**src/rtl/cbcp_pkg.sv**
```systemverilog
package cbcp_pkg;

    // storage sizes
    localparam int MAX_CLASSES = 16;
    localparam int MAX_CHILD   = 256;
    localparam int ID_WIDTH    = 32;

    // fixed field widths
    localparam int CLS_W      = 4;
    localparam int CNT_W      = 9;
    localparam int NCLS_W     = 5;
    localparam int PORT_ID_W  = 32;
    localparam int CHILD_SZ_W = 9;
    localparam int CFG_W      = 9;

    // derived widths
    localparam int CLS_IDX_W  = $clog2(MAX_CLASSES);
    localparam int ADDR_W     = $clog2(MAX_CHILD);
    localparam int SIZE_W     = $clog2(MAX_CHILD + 1);

    // configuration register indexes
    localparam logic REG_CLASS_QUOTA = 1'b0;
    localparam logic REG_NUM_CLASSES = 1'b1;

    // item codes
    localparam logic OP_PAIR  = 1'b0;
    localparam logic OP_CLEAR = 1'b1;

    typedef struct packed {
        logic             clear;
        logic             inc;
        logic [CLS_W-1:0] cls;
    } t_cls_ctrl;

    typedef struct packed {
        logic eligible;
        logic complete;
    } t_cls_stat;

    typedef struct packed {
        logic start;
        logic wr_en;
    } t_scan_ctrl;

    typedef struct packed {
        logic done;
        logic hit;
    } t_scan_stat;

endpackage

```
**src/rtl/cbcp_class_tab.sv**
```systemverilog
module cbcp_class_tab (
    input  logic                          i_clk,
    input  logic                          i_rst_n,
    input  cbcp_pkg::t_cls_ctrl           i_ctrl,
    input  logic [cbcp_pkg::CNT_W-1:0]    i_quota,
    input  logic [cbcp_pkg::NCLS_W-1:0]   i_eff_classes,
    output cbcp_pkg::t_cls_stat           o_stat
);
    import cbcp_pkg::*;

    logic [CNT_W-1:0]     r_count [MAX_CLASSES];
    logic [CLS_IDX_W-1:0] cls_idx;
    logic                 cls_in_use;
    logic                 all_done;

    assign cls_idx    = CLS_IDX_W'(i_ctrl.cls);
    assign cls_in_use = (NCLS_W'(i_ctrl.cls) < i_eff_classes);

    // per-class counters, cleared together
    always_ff @(posedge i_clk) begin
        if (!i_rst_n || i_ctrl.clear) begin
            for (int i = 0; i < MAX_CLASSES; i++) begin
                r_count[i] <= '0;
            end
        end else if (i_ctrl.inc) begin
            r_count[cls_idx] <= r_count[cls_idx] + CNT_W'(1);
        end
    end

    // every class in use sitting exactly at quota
    always_comb begin
        all_done = 1'b1;
        for (int i = 0; i < MAX_CLASSES; i++) begin
            if ((i < int'(i_eff_classes)) && (r_count[i] != i_quota)) begin
                all_done = 1'b0;
            end
        end
    end

    assign o_stat.eligible = cls_in_use && (r_count[cls_idx] < i_quota);
    assign o_stat.complete = all_done;

endmodule

```
**config.mk**
```make
export PLATFORM = sky130hd
export DESIGN_NAME = cbcp_class_tab
export DESIGN_NICKNAME = d
export VERILOG_FILES = /design/src/rtl/cbcp_pkg.sv /design/src/rtl/cbcp_class_tab.sv
export SDC_FILE = /design/constraint.sdc
export NUM_CORES = 1
export LEC_CHECK = 0
export ABC_AREA = 1
export BUFFER_PORTS_ARGS = -buffer_cell sky130_fd_sc_hd__buf_2
export CORE_MARGIN = 2
export CORE_UTILIZATION = 35
export DETAILED_ROUTE_END_ITERATION = 7
export GPL_TIMING_DRIVEN = 0
export SLEW_MARGIN = 20
export SYNTH_ARGS = -nofsm -noshare
export SYNTH_HDL_FRONTEND = slang
export SYNTH_SLANG_ARGS = --single-unit
```
**constraint.sdc**
```tcl
create_clock -name i_clk -period 3.1 [get_ports i_clk]
set_clock_uncertainty 0.1 [all_clocks]
set_input_delay 0.31 -clock i_clk [delete_from_list [all_inputs] [get_ports i_clk]]
set_output_delay 0.31 -clock i_clk [all_outputs]
set_load 0.01 [all_outputs]
```
==> After elaboration in Yosys (flattened, before gate mapping) <==
Memory sizes are Yosys's and may differ from the RTL's.
Cells that the tools add are included.
{ "op_classes": {"add_sub_neg": 1, "order_cmp": 18, "eq_ne": 16, "muxes": 24, "reduce_logical": 20} }
{ "op_table": {"columns": ["cell", "count"], "rows": [
  ["$ne 9x9->1", 16],
  ["$lt 4x5->1 const A", 8],
  ["$mux 1", 22],
  ["$lt 3x5->1 const A", 4],
  ["$logic_and 1x1->1", 17],
  ["$lt 1x5->1 const A", 2],
  ["$lt 2x5->1 const A", 2],
  ["$add 9x1->9 const B", 1],
  ["$lt 9x9->1", 1],
  ["$mux 9", 1],
  ["$reduce_or 9->1", 1],
  ["$lt 4x5->1", 1],
  ["$mux 4", 1],
  ["$logic_not 1->1", 1],
  ["$logic_or 1x1->1", 1]
]} }
{ "word_totals": {"reg_bits": 0, "ramBits": 144, "inputBits": 22, "out_inout_bits": 2, "elab_cells": 80, "memories": 1} }
{ "memory_table": {"columns": ["name", "words", "width", "rd", "rd_ports_with_merged_regs", "write_ports", "line", "source"], "rows": [
  ["r_count", 16, 9, 17, 0, 16, "cbcp_class_tab.sv:11", "logic [CNT_W-1:0] r_count [MAX_CLASSES];"]
]} }

==> Logic depth before layout (Yosys ltp) <==
Gate-level depths: netlist of run 1.
{ "logic_depth": {"word_depth": 18, "ltp_mapped": 19, "mapped_depth_nobuf": 16} }

==> Worst setup path before layout of run 1 <==
OpenSTA, ideal clock, no wires.
{ "synth_path": {"kind": "in2reg", "from": "input i_ctrl[1] in the netlist's numbering", "to": "memory r_count[14][8], data pin", "setup_time_ps": 264, "arrival_ps": 2490, "required_time_ps": 2736, "path_slack_ps": 246, "path_stages": 18, "path_buffers": 3, "path_cell_list": "buf_2 nand2_2 clkinv_1 nand2_1 nand4_1 nand2_1 nand2_1 nor2_4 clkinv_1 buf_2 ha_1 nand2_1 nor2_4 nand2_1 nand2_1 nand2_2 buf_6 nor2_1"} }
{ "synth_rtl": {"columns": ["item", "line", "source"], "rows": [
  ["start: declaration", "cbcp_class_tab.sv:4", "input cbcp_pkg::t_cls_ctrl i_ctrl,"],
  ["end: declaration", "cbcp_class_tab.sv:11", null]
]} }

==> flow_metrics.tcl, run 1 <==
set metrics [dict create \
    synth_cells 1162 \
    synth_area_sq_mm 0.00930 \
    area_growth_pct 13.6 \
    numCtsBuffers 17 \
    cts_tree "built" \
    slew_viol_final 0 \
    clkTransAtPathRegs_ns 0.06 \
    ys_types 37 \
    grt_max_degree 18 \
    core_sq_mm 0.0261 \
    avgSynthCellArea_sq_um 8.00 \
    reg2reg_depth 10 \
    largest_register "r_count" \
    crit_path_start_kind "primary input" \
    final_nets 1236 \
    dieWidth_um 167 \
    min_period_ns 3.09 \
    post-route-drc-count 0 \
    dp_hpwl_um 24800 \
    r2r_slack_ns 0.07 \
    synthXorXnorAreaFrac_pct 10.6 \
    synth-simple-area-share_pct 32.1 \
    yosys.area_share.adder_pct 1.62 \
    clockBufferDepth 2 \
    dieArea_sq_mm 0.0279 \
    ys_seq_area_share_pct 46.5 \
    ant_nets 0 \
    synth_compound_area_share_pct 3.38 \
    cts_root_buf "clkbuf_16" \
    worst_pin_slew_ns 0.830 \
    gp_congestion 0.984 \
    synth_top_family_by_area "simple AND/OR/NAND/NOR gates" \
    vias 8369 \
    crit_path_end_kind "register" \
    wl_per_cell_um 22.8 \
    grt_pass1_vias 7899 \
    fp.dieH_um 167 \
    largest_reg_flops 144 \
    ioPinCount 24 \
    arrival_ns 3.15 \
    grt_overflow 0 \
    r2r-start "r_count[15][0]$_SDFFCE_PN0P_" \
    grt_pass1_wl_um 50500 \
    fmax_mhz 324 \
    fin_crit_sh_pct 99.6 \
    antenna_found_initial 2 \
    slew_headroom_pct 44.7 \
    io_buffers 15 \
    worstSetupStartpoint "i_ctrl[1]" \
    initial_utilization_pct 35.7 \
    largestRegisters "r_count x144" \
    synthMuxAreaShare_pct 0 \
    power_mw 5.15 \
    status "complete, no violations" \
    drive_gt1_share_pct 13.8 \
    hp-class "in -> reg" \
    endpoint "r_count[4][1]$_SDFFCE_PN0P_" \
    rr_endpoint "r_count[4][1]$_SDFFCE_PN0P_" \
    cts.sinks 144 \
    maxCapViolations 0 \
    routed_wl_um 35400 \
    grt.total_usage_pct 25.2 \
    powerDensity_mw_per_mm2 488 \
    worst_skew_pair.late_latency_ns 0.44 \
    synth_nets 1196 \
    row_count 59 \
    hold_viol 0 \
    power.leakage_nw 4.41 \
    cp.required_ns 3.16 \
    dr.pass1.iters 7 \
    htree_levels 4 \
    yosys_warnings 0 \
    timing.hold.ws_ns 0.548 \
    critPathKind "in -> reg" \
    first_iter_violations 1186 \
    peakVddDrop_uv 291 \
    setup_viol 0 \
    cp_max_fo 17 \
    avgViaCountPerCell 5.40 \
    synth_seq_cells 144 \
]
[cells in the final DEF (no fill, tap or decap), drive strengths merged, types with 3 or more instances in the layout]
master / Yosys / final
nand4: 15 / 15
xor2: 40 / 40
o21ai: 42 / 42
xnor2: 67 / 67
nand2: 444 / 444
ha: 12 / 12
nor2: 217 / 217
clkbuf: 14 / 37
or2: 5 / 5
clkinv: 3 / 11
a22oi: 3 / 3
inv: 60 / 60
nand3: 32 / 32
nor3: 14 / 14
edfxtp: 144 / 144
buf: 36 / 53
a21oi: 8 / 8
[cell type report]
type | instances | area, sq um
Timing Repair Buffer | 21 | 133
Clock inverter | 11 | 118
Fill cell | 2690 | 15500
Inverter | 63 | 258
Sequential cell | 144 | 4320
Antenna cell | 1 | 2.50
Clock buffer | 20 | 437
Multi-Input combinational cell | 905 | 4530
Tap cell | 335 | 419
Buffer | 49 | 333
Timing Repair inverter | 1 | 5.00
[critical path, stage by stage]
cell and delay [ns]:
buf_2 0.11, buf_6 0.15, inv_4 0.14, nor2_4 0.07, buf_4 0.17, nand2_1 0.06
nand4_1 0.09, nand2_1 0.09, nand2_1 0.14, nor2_4 0.24, clkinv_4 0.25, ha_1 0.35
inv_1 0.35, clkbuf_2 0.50, nor2_1 0.11
[worst min-delay path by stage]
stage | from | to | slack [ns] | depth (start not counted)
after detailed placement | i_ctrl[5] | r_count[13][4]$_SDFFCE_PN0P_ | 0.98 | 3
after global routing | i_ctrl[5] | r_count[5][6]$_SDFFCE_PN0P_ | 0.59 | 3
after global placement | i_eff_classes[4] | o_stat[1] | 1.02 | 4
after floorplan | i_ctrl[5] | r_count[1][0]$_SDFFCE_PN0P_ | 0.72 | 2
after CTS | i_ctrl[5] | r_count[13][4]$_SDFFCE_PN0P_ | 0.55 | 3
final | i_ctrl[5] | r_count[5][0]$_SDFFCE_PN0P_ | 0.55 | 3
[cells by family after synthesis]
kind of cell	count (synthesis)
fa+ha+maj	12
xor+xnor	107
buf+inv	113
flops	144
compound gates	59
simple gates	727
[metrics by stage]
step	util [%]	std cells	setup TNS [ns]	worst slack, ns	instance area (sq um)
after global placement	37.6	1512	-168.05	-1.73	9790
final	40.5	1550	0	0.0119	10600
after floorplan	-	1162	0	0.246	9300
after CTS	39.9	1543	0	0.000845	10400
after detailed placement	37.6	1512	-114.20	-1.76	9790
after global routing	40.5	1549	-0.0598	-0.0245	10600
[cells in the mapped netlist (all sizes together)]
master / count / area [sq um]
a21o: 1 / 7.51
edfxtp: 144 / 4320
o21ai: 42 / 210
or2: 5 / 31.3
nor3: 14 / 70.1
nand4: 15 / 100
inv: 60 / 230
clkbuf: 14 / 52.6
nand3: 32 / 160
a22oi: 3 / 22.5
nor2: 217 / 911
xnor2: 67 / 613
a21oi: 8 / 40.0
o21bai: 1 / 7.51
xor2: 40 / 369
clkinv: 3 / 11.3
ha: 12 / 150
buf: 36 / 250
o22ai: 2 / 12.5
o211ai: 1 / 7.51
a31oi: 1 / 6.26
nand2: 444 / 1710
[timing repair]
item                                    CTS  global route
buffers inserted                          1             5
hold buffers                              0             0
resized for setup                        23            36
endpoints found under the setup margin   82            42
pin swaps                                 5             4
cloned                                    0             1
[routing by layer]
layer | share of wire (%) | wire [um] | GRT usage [%] | vias to the layer above
met5 | 0 | 0 | 0 | -
met4 | 5.3 | 1870 | 12.4 | 0
met3 | 10 | 3530 | 5.18 | 119
met2 | 45 | 16000 | 40.1 | 476
met1 | 40 | 14000 | 32.9 | 3986
li1 | - | - | - | 3788
[power breakdown]
part / switching (mW) / internal, mW / leakage [nW]
clock network: 0.822 / 1.17 / 0.271
registers: 0.0720 / 2.23 / 1.60
logic: 0.605 / 0.255 / 2.53
No activity file was read; power rests on OpenSTA's default activity.
==> run 2: changes to the inputs <==
- CTS_BUF_LIST: default -> sky130_fd_sc_hd__clkbuf_4 sky130_fd_sc_hd__clkbuf_8
==> run 2 against run 1 <==
  * Sequential power about the same
  * Clock power down 26%
  * Combinational power grew 0.7%
  * Die area unchanged
  * Setup slack gained 0.0091 ns
  * Hold slack worse by 0.045 ns
  * Sequential share of layout area up 0.50 points
  * Via count grew 0.93%
  * Flip-flop and latch count did not move
  * Count of clock-buffer cells in the layout unchanged
  * Cell count increased by 0.45%
  * Largest power group unchanged
==> flow_metrics.tcl, run 2 (synthesis gave the netlist of run 1 again) <==
set metrics [dict create \
    timing.hold.ws_ns 0.503 \
    r2r_slack_ns 0.09 \
    max_stage_delay_ns 0.32 \
    clkTransAtPathRegs_ns 0.08 \
    grt_max_degree 18 \
    arrival_ns 3.18 \
    mostFrequentLayoutCell "nand2_1" \
    dieWidth_um 167 \
    worst_hold_path.num_cells 3 \
    core_sq_mm 0.0261 \
    worstHoldStart "i_ctrl[5]" \
    cts_tree "built" \
    drive_gt1_share_pct 14.8 \
    crit_path_start_kind "primary input" \
    maxCapViolations 0 \
    cp_top_family "simple AND/OR/NAND/NOR gates" \
    largestRegisters "r_count x144" \
    grt_pass1_vias 7910 \
    area_growth_pct 12.2 \
    numCtsBuffers 17 \
    fin_crit_sh_pct 99.3 \
    cp_cell_sequence "buf_2, buf_6, nor2_2, buf_4, nand2_1, nand4_1, nand2_1, nand2_1, nor2_4, clkinv_4, ha_1, nand2_1, nor2_4, nand3_1, nand2_4, buf_6, nor2_1" \
    slew_headroom_pct 42.4 \
    crit_path_end_kind "register" \
    hold_viol 0 \
    hp-class "in -> reg" \
    post-route-drc-count 0 \
    grt_pass1_wl_um 50500 \
    largest_reg_flops 144 \
    dr.pass1.iters 6 \
    status "complete, no violations" \
    worst_pin_slew_ns 0.865 \
    ioPinCount 24 \
    initial_utilization_pct 35.7 \
    ff_latch_area_sq_mm 0.00432 \
    antenna_found_initial 2 \
    fin_util_pct 40.0 \
    power.leakage_nw 4.35 \
    critPathKind "in -> reg" \
    dp_hpwl_um 24800 \
    dieArea_sq_mm 0.0279 \
    setup_viol 0 \
    cp_max_fo 17 \
    cp.required_ns 3.20 \
    fp.dieH_um 167 \
    ant_nets 0 \
    grt.total_usage_pct 25.2 \
    cts.sinks 144 \
    htree_levels 4 \
    slew_viol_final 0 \
    row_count 59 \
    wl_per_cell_um 22.7 \
    rr_endpoint "r_count[6][1]$_SDFFCE_PN0P_" \
    peakVddDrop_uv 194 \
    largest_register "r_count" \
    r2r-start "r_count[7][0]$_SDFFCE_PN0P_" \
    grt_overflow 0 \
    io_buffers 15 \
    cts_root_buf "clkbuf_8" \
    multi_input_area_sq_mm 0.00454 \
    fmax_mhz 325 \
    avgViaCountPerCell 5.43 \
    layout_common_cells "nand2_1, nor2_1, edfxtp_1" \
    critPathMostFrequentCell "nand2_1" \
    gp_congestion 0.984 \
    ctsHoldBuffers 0 \
    power_mw 4.64 \
    first_iter_violations 1101 \
    rsz0062_at_grt "true" \
    hold_path_end "r_count[5][6]$_SDFFCE_PN0P_" \
    cpMaxStageDelayCell "ha_1" \
    clockBufferDepth 2 \
    routed_wl_um 35300 \
    min_period_ns 3.08 \
    path_buf_inv 5 \
    powerDensity_mw_per_mm2 445 \
    vias 8447 \
    reg2reg_depth 10 \
    nFillCells 2716 \
    final_nets 1242 \
    worst_skew_pair.late_latency_ns 0.48 \
]
## run 2: layout make-up
class	count	share of cell area (%)
Multi-Input combinational cell	905	43.6
Sequential cell	144	41.5
Tap cell	335	4.02
Buffer	49	3.08
Inverter	63	2.47
Clock buffer	20	2.46
Timing Repair Buffer	28	1.78
Clock inverter	11	1.13
Antenna cell	2	0.0480
## run 2: how the worst max path moves through the flow
| stage | from | slack, ns | cells after the start | endpoint |
|---|---|---|---|---|
| after floorplan | i_ctrl[1] | 0.25 | 18 | r_count[14][8]$_SDFFCE_PN0P_ |
| after global placement | i_ctrl[1] | -1.73 | 15 | r_count[13][2]$_SDFFCE_PN0P_ |
| after detailed placement | i_ctrl[1] | -1.76 | 15 | r_count[8][2]$_SDFFCE_PN0P_ |
| after CTS | r_count[10][4]$_SDFFCE_PN0P_ | 0.006 | 15 | o_stat[1] |
| after global routing | r_count[2][2]$_SDFFCE_PN0P_ | -0.02 | 15 | o_stat[1] |
| final | i_ctrl[1] | 0.02 | 17 | r_count[15][8]$_SDFFCE_PN0P_ |
## run 2: timing repair
| item | 4_1_cts | 5_1_grt |
|---|---|---|
| setup buffers | 1 | 12 |
| gates resized for setup | 25 | 31 |
| setup endpoints to repair | 82 | 34 |
| cloned | 0 | 0 |
| pin swaps | 5 | 7 |
## run 2: worst min-delay path, delay by kind of cell
family | cells | cell delay (ns)
buffers and inverters | 1 | 0.08
and+or+nand+nor | 2 | 0.47
## run 2: where the power goes
part | internal (mW) | switching (mW)
clock network | 0.731 | 0.751
logic | 0.261 | 0.605
registers | 2.22 | 0.0717
total | 3.21 | 1.43
## run 2: per-layer routing
metal | track usage, % | routed length (um) | part of all wire, % | vias up
li1 | - | - | - | 3798
met1 | 33.1 | 13900 | 39 | 4004
met2 | 39.6 | 15900 | 45 | 536
met3 | 5.13 | 3680 | 10 | 109
met4 | 12.7 | 1810 | 5.1 | 0
met5 | 0 | 0 | 0 | -
## run 2: stage by stage
step,setup TNS [ns],setup WS [ns],std cells,instance area [sq um]
2_1_floorplan,0,0.246,1162,9300
3_3_place_gp,-168.05,-1.73,1512,9790
3_5_place_dp,-114.20,-1.76,1512,9790
4_1_cts,0,0.00613,1543,10200
5_1_grt,-0.0341,-0.0198,1555,10400
6_report,0,0.0210,1557,10400
==> run 3: changes to the inputs <==
- REMOVE_ABC_BUFFERS: default -> 1
==> run 3 against run 2 <==
  * Register-to-register slack improved by 0.03 ns
  * Total power increased by 4.3%
  * Largest power group unchanged
  * Cell count decreased by 1.7%
  * Setup slack improved by 0.039 ns
  * Non-clock buffer count decreased by 26
  * Die area unchanged
  * Utilization increased by 0.11 points
  * Critical endpoint is now o_stat[1]
  * Via count decreased by 5.9%
  * Routed wire length decreased by 15%
  * Hold slack got worse by 0.036 ns
  * Critical path depth decreased by 2
  * Sequential share of layout area decreased by 0.11 points
==> flow_metrics.tcl, run 3 (synthesis gave the netlist of run 1 again) <==
set metrics [dict create \
    final_nets 1216 \
    rsz0062_at_grt "true" \
    seqPwrFrac_pct 47.2 \
    first_iter_violations 799 \
    critPathKind "reg -> out" \
    fin_crit_sh_pct 98.1 \
    arrival_ns 2.63 \
    cts.sinks 144 \
    avgViaCountPerCell 5.19 \
    routed_wl_um 30200 \
    area_growth_pct 12.5 \
    power_mw 4.84 \
    dp_hpwl_um 19700 \
    worst_skew_pair.late_latency_ns 0.47 \
    r2r-start "r_count[8][0]$_SDFFCE_PN0P_" \
    endpoint "o_stat[1]" \
    vias 7946 \
    min_period_ns 3.04 \
    fin_cells 1531 \
    grt_pass1_wl_um 44700 \
    fmax_mhz 329 \
    status "complete, no violations" \
    ioPinCount 24 \
    row_count 59 \
    hold_viol 0 \
    slew_headroom_pct 38.9 \
    dp_cells 1471 \
    crit_path_end_kind "output pin" \
    p_sw_mw 1.40 \
    peakVddDrop_uv 259 \
    dieArea_sq_mm 0.0279 \
    rr_endpoint "r_count[10][1]$_SDFFCE_PN0P_" \
    p_sw_share_pct 28.8 \
    htree_levels 4 \
    largest_reg_flops 144 \
    reg2reg_depth 9 \
    fp.dieH_um 167 \
    dr.pass1.iters 6 \
    initial_utilization_pct 35.7 \
    clock_power_share_pct 36.0 \
    hp-class "in -> reg" \
    cts_root_buf "clkbuf_8" \
    cp_max_fo 3 \
    nFillCells 2622 \
    layout_common_cells "nand2_1, nor2_1, edfxtp_1" \
    core_sq_mm 0.0261 \
    io_buffers 23 \
    wl_per_cell_um 19.7 \
    drive_gt1_share_pct 14.2 \
    power.internal_mw 3.45 \
    powerDensity_mw_per_mm2 463 \
    cp.required_ns 2.69 \
    numCtsBuffers 17 \
    fin_util_pct 40.1 \
    post-route-drc-count 0 \
    worstSetupStartpoint "r_count[4][4]$_SDFFCE_PN0P_" \
    grt_overflow 0 \
    pwr-share-comb_pct 16.8 \
    grt_pass1_vias 7493 \
    largest_register "r_count" \
    tns_ns 0 \
    grt.total_usage_pct 21.5 \
    largestRegisters "r_count x144" \
    mostFrequentLayoutCell "nand2_1" \
    dieWidth_um 167 \
    worst_pin_slew_ns 0.915 \
    ant_nets 0 \
    r2r_slack_ns 0.12 \
    maxCapViolations 0 \
    power.leakage_nw 4.31 \
    antenna_found_initial 0 \
    gp_congestion 0.968 \
    slew_viol_final 0 \
    clkTransAtPathRegs_ns 0.08 \
    cts_tree "built" \
    crit_path_start_kind "register" \
    clockBufferDepth 2 \
    setup_viol 0 \
    grt_max_degree 56 \
]
-- run 3: how the worst min path moves through the flow --
stage / start / end / cells past startpoint
2_1_floorplan: i_quota[0] / o_stat[1] / 2
6_report: i_ctrl[5] / r_count[13][3]$_SDFFCE_PN0P_ / 3
5_1_grt: i_ctrl[5] / r_count[0][7]$_SDFFCE_PN0P_ / 3
3_5_place_dp: i_ctrl[5] / r_count[13][7]$_SDFFCE_PN0P_ / 3
4_1_cts: i_ctrl[5] / r_count[13][7]$_SDFFCE_PN0P_ / 3
3_3_place_gp: i_eff_classes[2] / o_stat[0] / 7
-- run 3: timing repair --
action / CTS / global route
setup buffers: 16 / 11
gates resized for setup: 38 / 29
endpoints found under the setup margin: 191 / 19
pin swaps: 6 / 13
hold buffers: 0 / 0
-- run 3: layout make-up --
type	instances	area (sq um)	area share, %
antenna	1	2.50	0.0239
inverter	63	278	2.66
clock inverter	14	214	2.05
clock buffer	18	241	2.31
sequential	144	4320	41.3
tap	335	419	4.01
multi-input combinational	905	4590	43.9
timing repair buffer	51	390	3.73
-- run 3: through the flow --
stage / hold WS, ns / cell area [sq um] / setup WS, ns
6_report: 0.467 / 10500 / 0.0602
4_1_cts: 0.452 / 10300 / 0.00639
3_3_place_gp: 1.02 / 9530 / -2.19
5_1_grt: 0.515 / 10500 / -0.0742
3_5_place_dp: 0.937 / 9560 / -2.11
2_1_floorplan: 0.649 / 8990 / 0.419
-- run 3: layer usage --
metal  routed length [um]  up-vias  global-route usage (%)  share of wire, %
met3                 2360       67                    3.64               7.8
met4                  939        0                    8.58               3.1
li1                     -     3742                       -                 -
met5                    0        -                       0                 0
met2                14100      377                    35.1                47
met1                12800     3760                    28.6                42
-- run 3: worst max-delay path, cell delays in order, from the launching register on --
cell and delay (ns):
edfxtp_1 0.44, nand2_1 0.10, nand2_1 0.05, nand2_1 0.06
nand2_1 0.05, nand2_1 0.10, nand2_1 0.08, inv_2 0.07
nand2_4 0.08, ha_4 0.23, a21oi_2 0.16, o21ai_2 0.08
a22oi_2 0.14, o211ai_1 0.15, a21oi_2 0.21, buf_2 0.17
-- run 3: power groups by stage --
stage          Combinational, mW  Clock (mW)  Sequential (mW)
2_1_floorplan              0.433           0             2.31
3_3_place_gp               0.704           0             2.33
3_5_place_dp               0.716           0             2.33
4_1_cts                    0.769        1.75             2.29
5_1_grt                    0.874        1.82             2.30
6_report                   0.813        1.74             2.29
